## src/hw/rtl/uftl_pkg.sv

```systemverilog
`timescale 1ns / 1ps

package uftl_pkg;

    // Table geometry
    localparam int ENTRIES = 16;
    localparam int IDX_W   = (ENTRIES > 1) ? $clog2(ENTRIES) : 1;

    // Field widths
    localparam int FRAG_W  = 8;
    localparam int IP_W    = 32;
    localparam int PORT_W  = 16;
    localparam int KEY_W   = 2 * IP_W + 2 * PORT_W;
    localparam int MAC_W   = 48;
    localparam int ENTRY_W = KEY_W + MAC_W;
    localparam int STAMP_W = 32;
    localparam int SLOT_W  = 4;
    localparam int STAT_W  = 2;

    // Stream widths, whole bytes
    localparam int S_DATA_W = FRAG_W + ENTRY_W;
    localparam int M_DATA_W = 8;

    localparam logic [FRAG_W-1:0] FRAG_MASK = 8'h3f;

    typedef logic [IDX_W-1:0]   t_idx;
    typedef logic [KEY_W-1:0]   t_key;
    typedef logic [MAC_W-1:0]   t_mac;
    typedef logic [STAMP_W-1:0] t_stamp;
    typedef logic [SLOT_W-1:0]  t_slot;

    typedef enum logic [STAT_W-1:0] {
        ST_HIT   = 2'd0,
        ST_FREE  = 2'd1,
        ST_EVICT = 2'd2,
        ST_DROP  = 2'd3
    } t_status;

    typedef enum logic [2:0] {
        S_IDLE,
        S_SCAN,
        S_TAIL,
        S_DECIDE,
        S_RESP
    } t_state;

endpackage

```

## src/hw/rtl/uftl_ram.sv

```systemverilog
`timescale 1ns / 1ps

module uftl_ram #(
    parameter int WIDTH = 32,
    parameter int DEPTH = 16,
    parameter int AW    = (DEPTH > 1) ? $clog2(DEPTH) : 1
) (
    input  logic             i_clk,
    input  logic             i_we,
    input  logic [AW-1:0]    i_waddr,
    input  logic [WIDTH-1:0] i_wdata,
    input  logic [AW-1:0]    i_raddr,
    output logic [WIDTH-1:0] o_rdata
);

    logic [WIDTH-1:0] r_mem [DEPTH];
    logic [WIDTH-1:0] r_rdata;

    // One write port, one registered read port
    always_ff @(posedge i_clk) begin
        if (i_we) begin
            r_mem[i_waddr] <= i_wdata;
        end
        r_rdata <= r_mem[i_raddr];
    end

    assign o_rdata = r_rdata;

endmodule

```

## src/hw/rtl/udp_flow_table_lru.sv

```systemverilog
`timescale 1ns / 1ps

// Channel  | Direction | Payload
// ---------+-----------+--------------------------------------------------------
// s_axis   | in        | tdata: frag_byte, inside_ip, inside_port, outside_ip,
//          |           |        outside_port, source_mac
// m_axis   | out       | tdata: slot (zero padded); tuser: status
//
// A dropped fragment goes from acceptance straight to the result state; any other
// header first passes the scan, tail and decide states, the scan reading one
// table entry a cycle through the key and stamp memory read ports.
// Synchronous reset clears the valid bits, the use counter and the control state;
// no clearing pass is needed. One result can wait in the output register while
// the next header is taken; the block holds its result if that register is full.

module udp_flow_table_lru (
    input  logic                          i_clk,
    input  logic                          i_rst_n,
    input  logic                          i_s_axis_tvalid,
    output logic                          o_s_axis_tready,
    // frag_byte, inside_ip, inside_port, outside_ip, outside_port, source_mac
    input  logic [uftl_pkg::S_DATA_W-1:0] i_s_axis_tdata,
    output logic                          o_m_axis_tvalid,
    input  logic                          i_m_axis_tready,
    // slot, zero padded
    output logic [uftl_pkg::M_DATA_W-1:0] o_m_axis_tdata,
    // status
    output logic [uftl_pkg::STAT_W-1:0]   o_m_axis_tuser
);

    import uftl_pkg::*;

    localparam t_idx LAST_IDX = IDX_W'(ENTRIES - 1);

    t_state               r_state, n_state;
    logic [ENTRIES-1:0]   r_valid;
    t_stamp               r_use_cnt, n_use_cnt;
    t_idx                 r_addr;
    t_idx                 r_chk_idx;
    t_key                 r_key;
    t_mac                 r_mac;
    logic                 r_hit_found, r_free_found;
    t_idx                 r_hit_idx, r_free_idx, r_min_idx;
    t_stamp               r_min_use;
    t_slot                r_res_slot;
    t_status              r_res_status;
    logic                 r_out_vld;
    t_slot                r_out_slot;
    t_status              r_out_status;

    logic                 w_accept;
    logic                 w_is_frag;
    logic                 w_eval;
    logic                 w_write;
    logic                 w_load_out;
    logic                 w_out_free;
    logic                 w_match;
    logic [ENTRY_W-1:0]   w_rd_entry;
    t_stamp               w_rd_use;
    t_idx                 w_sel_idx;
    t_status              w_sel_status;

    assign w_accept   = i_s_axis_tvalid && o_s_axis_tready;
    assign w_is_frag  = (i_s_axis_tdata[FRAG_W-1:0] & FRAG_MASK) != '0;
    assign w_out_free = !r_out_vld || i_m_axis_tready;
    assign w_match    = r_valid[r_chk_idx] && (w_rd_entry[KEY_W-1:0] == r_key);
    assign n_use_cnt  = (r_use_cnt == '1) ? r_use_cnt : r_use_cnt + 1'b1;

    // Key and MAC store
    uftl_ram #(
        .WIDTH (ENTRY_W),
        .DEPTH (ENTRIES)
    ) u_entry_ram (
        .i_clk   (i_clk),
        .i_we    (w_write && (w_sel_status != ST_HIT)),
        .i_waddr (w_sel_idx),
        .i_wdata ({r_mac, r_key}),
        .i_raddr (r_addr),
        .o_rdata (w_rd_entry)
    );

    // Last-use stamp store
    uftl_ram #(
        .WIDTH (STAMP_W),
        .DEPTH (ENTRIES)
    ) u_stamp_ram (
        .i_clk   (i_clk),
        .i_we    (w_write),
        .i_waddr (w_sel_idx),
        .i_wdata (n_use_cnt),
        .i_raddr (r_addr),
        .o_rdata (w_rd_use)
    );

    // Slot choice: hit, else highest free, else oldest
    always_comb begin
        if (r_hit_found) begin
            w_sel_idx    = r_hit_idx;
            w_sel_status = ST_HIT;
        end else if (r_free_found) begin
            w_sel_idx    = r_free_idx;
            w_sel_status = ST_FREE;
        end else begin
            w_sel_idx    = r_min_idx;
            w_sel_status = ST_EVICT;
        end
    end

    // Next state
    always_comb begin
        n_state = r_state;
        unique case (r_state)
            S_IDLE: begin
                if (w_accept) begin
                    n_state = w_is_frag ? S_RESP : S_SCAN;
                end
            end
            S_SCAN: begin
                if (r_addr == LAST_IDX) begin
                    n_state = S_TAIL;
                end
            end
            S_TAIL:   n_state = S_DECIDE;
            S_DECIDE: n_state = S_RESP;
            S_RESP: begin
                if (w_out_free) begin
                    n_state = S_IDLE;
                end
            end
            default:  n_state = S_IDLE;
        endcase
    end

    // Sequencer outputs
    always_comb begin
        o_s_axis_tready = 1'b0;
        w_eval          = 1'b0;
        w_write         = 1'b0;
        w_load_out      = 1'b0;
        unique case (r_state)
            S_IDLE:   o_s_axis_tready = 1'b1;
            S_SCAN:   w_eval          = (r_addr != '0);
            S_TAIL:   w_eval          = 1'b1;
            S_DECIDE: w_write         = 1'b1;
            S_RESP:   w_load_out      = w_out_free;
            default: begin
                o_s_axis_tready = 1'b0;
            end
        endcase
    end

    // Control registers
    always_ff @(posedge i_clk) begin
        if (!i_rst_n) begin
            r_state   <= S_IDLE;
            r_valid   <= '0;
            r_use_cnt <= '0;
            r_out_vld <= 1'b0;
        end else begin
            r_state <= n_state;
            if (w_write) begin
                r_valid[w_sel_idx] <= 1'b1;
                r_use_cnt          <= n_use_cnt;
            end
            if (w_load_out) begin
                r_out_vld <= 1'b1;
            end else if (i_m_axis_tready) begin
                r_out_vld <= 1'b0;
            end
        end
    end

    // Header capture and scan accumulators
    always_ff @(posedge i_clk) begin
        if (w_accept) begin
            r_key        <= i_s_axis_tdata[FRAG_W +: KEY_W];
            r_mac        <= i_s_axis_tdata[FRAG_W + KEY_W +: MAC_W];
            r_addr       <= '0;
            r_hit_found  <= 1'b0;
            r_free_found <= 1'b0;
            r_res_slot   <= '0;
            r_res_status <= ST_DROP;
        end
        if (r_state == S_SCAN) begin
            r_chk_idx <= r_addr;
            if (r_addr != LAST_IDX) begin
                r_addr <= r_addr + 1'b1;
            end
        end
        if (w_eval) begin
            if (!r_valid[r_chk_idx]) begin
                r_free_found <= 1'b1;
                r_free_idx   <= r_chk_idx;
            end else if (!r_hit_found && w_match) begin
                r_hit_found <= 1'b1;
                r_hit_idx   <= r_chk_idx;
            end
            // strict compare keeps the lowest index on equal stamps
            if (r_chk_idx == '0 || w_rd_use < r_min_use) begin
                r_min_use <= w_rd_use;
                r_min_idx <= r_chk_idx;
            end
        end
        if (w_write) begin
            r_res_slot   <= SLOT_W'(w_sel_idx);
            r_res_status <= w_sel_status;
        end
        if (w_load_out) begin
            r_out_slot   <= r_res_slot;
            r_out_status <= r_res_status;
        end
    end

    assign o_m_axis_tvalid = r_out_vld;
    assign o_m_axis_tdata  = M_DATA_W'(r_out_slot);
    assign o_m_axis_tuser  = r_out_status;

endmodule

```

## config.mk

```make
export PLATFORM = sky130hd
export DESIGN_NAME = udp_flow_table_lru
export DESIGN_NICKNAME = d
export VERILOG_FILES = /design/src/hw/rtl/uftl_pkg.sv /design/src/hw/rtl/uftl_ram.sv /design/src/hw/rtl/udp_flow_table_lru.sv
export SDC_FILE = /design/constraint.sdc
export NUM_CORES = 2
export LEC_CHECK = 0
export BUFFER_PORTS_ARGS = -buffer_cell sky130_fd_sc_hd__buf_4
export CORE_UTILIZATION = 55
export DETAILED_ROUTE_END_ITERATION = 12
export GPL_ROUTABILITY_DRIVEN = 0
export PLACE_DENSITY_LB_ADDON = 0.15
export SYNTH_ARGS = -nofsm -noshare
export SYNTH_HDL_FRONTEND = slang
export SYNTH_SLANG_ARGS = --single-unit
```

## constraint.sdc

```tcl
create_clock -name i_clk -period 8.8 [get_ports i_clk]
set_input_delay 1.32 -clock i_clk [delete_from_list [all_inputs] [get_ports i_clk]]
set_output_delay 1.32 -clock i_clk [all_outputs]
set_load 0.1 [all_outputs]
```

==> results.txt <==
After clock tree synthesis, the setup repair step added 0 buffers. In this run the tightest slew margin relative to its limit is 14.4%. For this block, the via count after detailed routing is 39649. For this run, the number of Yosys warnings is 0.

The run gives 195000 µm as the total wire length. The data arrival time of the critical path was 4.70 ns. The run finished with clean final reports. The setup skew after layout is 0.0539 ns.

By instance count, the leading cell after synthesis is sky130_fd_sc_hd__edfxtp_1. No sink is reached through more buffers than the 3 on the longest clock path. The share of post-route cells with drive strength above 1 was 28.5%. Setup violations remaining at the end of the flow were counted as 0. The remaining routing DRC violations is 0, and the peak supply drop is 0.205 mV. The cell count after synthesis came out at 3837.

Among all flip-flop cells after synthesis, the most frequent one is sky130_fd_sc_hd__edfxtp_1. The synthesized design contains 2390 register bits. The floorplan step set the die height to 405 µm. Based on the critical path, the design can be clocked at up to 252 MHz. The tools report the count of antenna-violating nets left after detailed routing as 0. For this run, the post-layout net count is 4259.

The startpoint class of the critical path was a flip-flop. For the clock network latency to the later pin of the worst-skew pair, the log shows 0.85 ns. The largest net degree at the start of global routing came out at 98. After floorplanning, the core was divided into 147 placement rows. The sum of negative setup slack is 0 ns, and the die outline area is 164000 µm². The number of global-route vias before repair was 41216; the transition at the pin with the smallest max-transition slack was 1.28 ns. The category of the worst setup path capture point was a flip-flop. The fill cell instance count of the final layout is 10738, and the clock transition at the registers of the reported paths is 0.06 ns.

The type of the most critical hold path is flip-flop to flip-flop. Using the TritonRoute via totals, the vias-per-cell ratio works out to 6.16. The count of TritonRoute iterations in the first routing pass was 5; the post-detailed-placement half-perimeter wirelength was 92500 µm. Buffers placed on the I/O ports in this run total 113. The synthesized cell area is 89300 µm², and the average detailed-routed wire length per instance is 30.3 µm. Counting I/O delays and the setup requirement, the final critical path takes 3.98 ns.

For this design, the sink count on the clock tree is 2390. In this run the clock root is driven by a sky130_fd_sc_hd__clkbuf_16. After the first detailed-routing iteration, the DRC count stood at 3983. The area share of the largest cell type after synthesis was 74.1%; the number of maximum-capacitance violations was 0. Each instance of the synthesized netlist takes up on average 23.3 µm². 0 antenna diodes ended up in the layout. By area the synthesized netlist is led by sky130_fd_sc_hd__edfxtp_1 74%, sky130_fd_sc_hd__mux4_2 16%, sky130_fd_sc_hd__dfxtp_1 4.2%. In the finished design, the share of the clock period the worst path needs comes to 45.2%. Path type of the worst setup path: flip-flop to flip-flop. Setup repair after global routing left no endpoint under its margin. Registers take 69900 µm².

The initial utilization of the core area, before any placement, comes to 55.5%. Summing the sequential cell areas from Yosys gives 78.3% of the chip area. Counting instances in the post-synthesis netlist gives the leading cell types as 2204 x sky130_fd_sc_hd__edfxtp_1, 645 x sky130_fd_sc_hd__mux4_2, 186 x sky130_fd_sc_hd__dfxtp_1, 121 x sky130_fd_sc_hd__clkbuf_1, 74 x sky130_fd_sc_hd__inv_1.

The initial antenna violation count was 3; the largest driver fanout on the critical path was 51. The die is 405 µm wide. The core region is 161000 µm².

Synthesis instantiated 71 different standard cells from the library. For this run, the total global-route usage over all layers was measured as 24.3%. The logs give 0 for the number of gates resized after cts and 168 for the number of I/O pins. TritonCTS built the clock tree. Hold is met by 0.419 ns. After clock tree synthesis, the flow added hold-fix buffers numbering 0. Of all flip-flops after synthesis, the portion carrying an async set or reset was 0%. The H-tree was split into 4 levels.

The number of clock buffers added by TritonCTS is 230. The max-slew violation count was 0; the wire length of the first global-routing pass was 284000 µm. STA puts the critical path data required time at 9.53 ns. The total overflow left after global routing is 0. The tools report the area occupied by multi-input gates as 18600 µm². In this run the power density over the cells is 227 nW/µm². The growth of design area from synthesis to finish is 12.9%, and the final-report hold violation count is 0. In this run, synthesis inferred 2204 flip-flops with an integrated enable. Of all cell types, the one taking the most synthesized area is sky130_fd_sc_hd__edfxtp_1. For this design the static power due to leakage is 30.1 nW.
[layout by cell type (no fill, tap or decap), drive strengths merged, types with 21 or more instances in the layout]
cell type / instances
nor3: 32
clkbuf: 320
nand2: 43
nand4: 27
nand3: 21
mux4: 645
edfxtp: 2204
bufinv: 25
xor2: 71
and2: 33
nor2: 58
ha: 34
buf: 177
inv: 81
xnor2: 42
nor4: 21
dfxtp: 186
clkinv: 83
[cell type report]
cell class	instances	share of cell area [%]
multi-input cells	1196	18.4
clock buffers	320	6.30
clock inverters	118	1.41
inverters	74	0.280
well taps	2160	2.68
flip-flops and latches	2390	69.4
repair buffers	177	1.54
[metal layers]
metal / GRT usage, % / share of wire [%] / wire length (µm)
met1: 33.3 / 41 / 79300
met2: 41.7 / 52 / 102000
met3: 3.71 / 5.4 / 10600
met4: 5.24 / 1.7 / 3390
met5: 0 / 0 / 0
[report_power, final]
part / leakage (nW) / internal [W] / switching [W]
combinational: 5.73 / 0.000148 / 0.000187
sequential: 20.5 / 0.0124 / 0.000148
clock: 3.80 / 0.00580 / 0.00420
[flip-flops by register name (all words and copies together) (netlist names), 2 cells and up]
register	flops
u_entry_ram.o_rdata	96
r_res_status	2
u_entry_ram.r_mem	1536
r_key	96
r_free_idx	4
r_hit_idx	4
r_valid	16
r_state	3
r_res_slot	4
u_stamp_ram.r_mem	512
r_chk_idx	4
r_out_slot	4
r_min_idx	4
r_min_use	32
o_m_axis_tuser	2
u_stamp_ram.o_rdata	32
r_use_cnt	32
r_addr	4
[worst paths after layout]
| kind | startpoint | to | slack [ns] | cells past startpoint |
|---|---|---|---|---|
| worst max-delay path | r_addr[0] | u_entry_ram.o_rdata[80] | 4.82 | 4 |
| worst min-delay path | r_res_status[1] | o_m_axis_tuser[1] | 0.42 | 0 |
| worst max register to register | r_addr[0] | u_entry_ram.o_rdata[80] | 4.82 | 4 |
| worst min register to register | r_res_status[1] | o_m_axis_tuser[1] | 0.42 | 0 |
[metrics by stage]
stage / area, µm² / cells / setup WS (ns) / total power, W / util, %
final: 101000 / 6435 / 4.82 / 0.0229 / 62.6
after global routing: 101000 / 6435 / 4.38 / 0.0235 / 62.6
after CTS: 101000 / 6435 / 4.60 / 0.0231 / 62.6
after detailed placement: 93000 / 5997 / 4.60 / 0.0132 / 57.8
after global placement: 93000 / 5997 / 4.61 / 0.0132 / 57.8
after floorplan: 89300 / 3840 / 0.189 / 0.0130 / -
[cells by family (layout without fill, tap and decap cells)]
group / after synthesis / after routing / share of synthesized area (%)
AOI/OAI and AO/OA: 111 / 111 / 0.880
xor gates and xnor gates: 113 / 113 / 1.11
adders and majority gates: 34 / 34 / 0.476
buffers and inverters: 254 / 689 / 1.14
DFF: 2390 / 2390 / 78.3
muxes: 651 / 651 / 16.3
other: 1 / 4 / 0.00420
and+or+nand+nor: 283 / 283 / 1.74
[worst max-delay path, stage by stage, from the launching register on]
cell and delay, ns:
sky130_fd_sc_hd__dfxtp_4 0.93, sky130_fd_sc_hd__buf_4 0.81, sky130_fd_sc_hd__buf_4 0.90, sky130_fd_sc_hd__mux4_2 0.62
sky130_fd_sc_hd__mux4_2 0.48
Power figures use the tool's default switching activity.
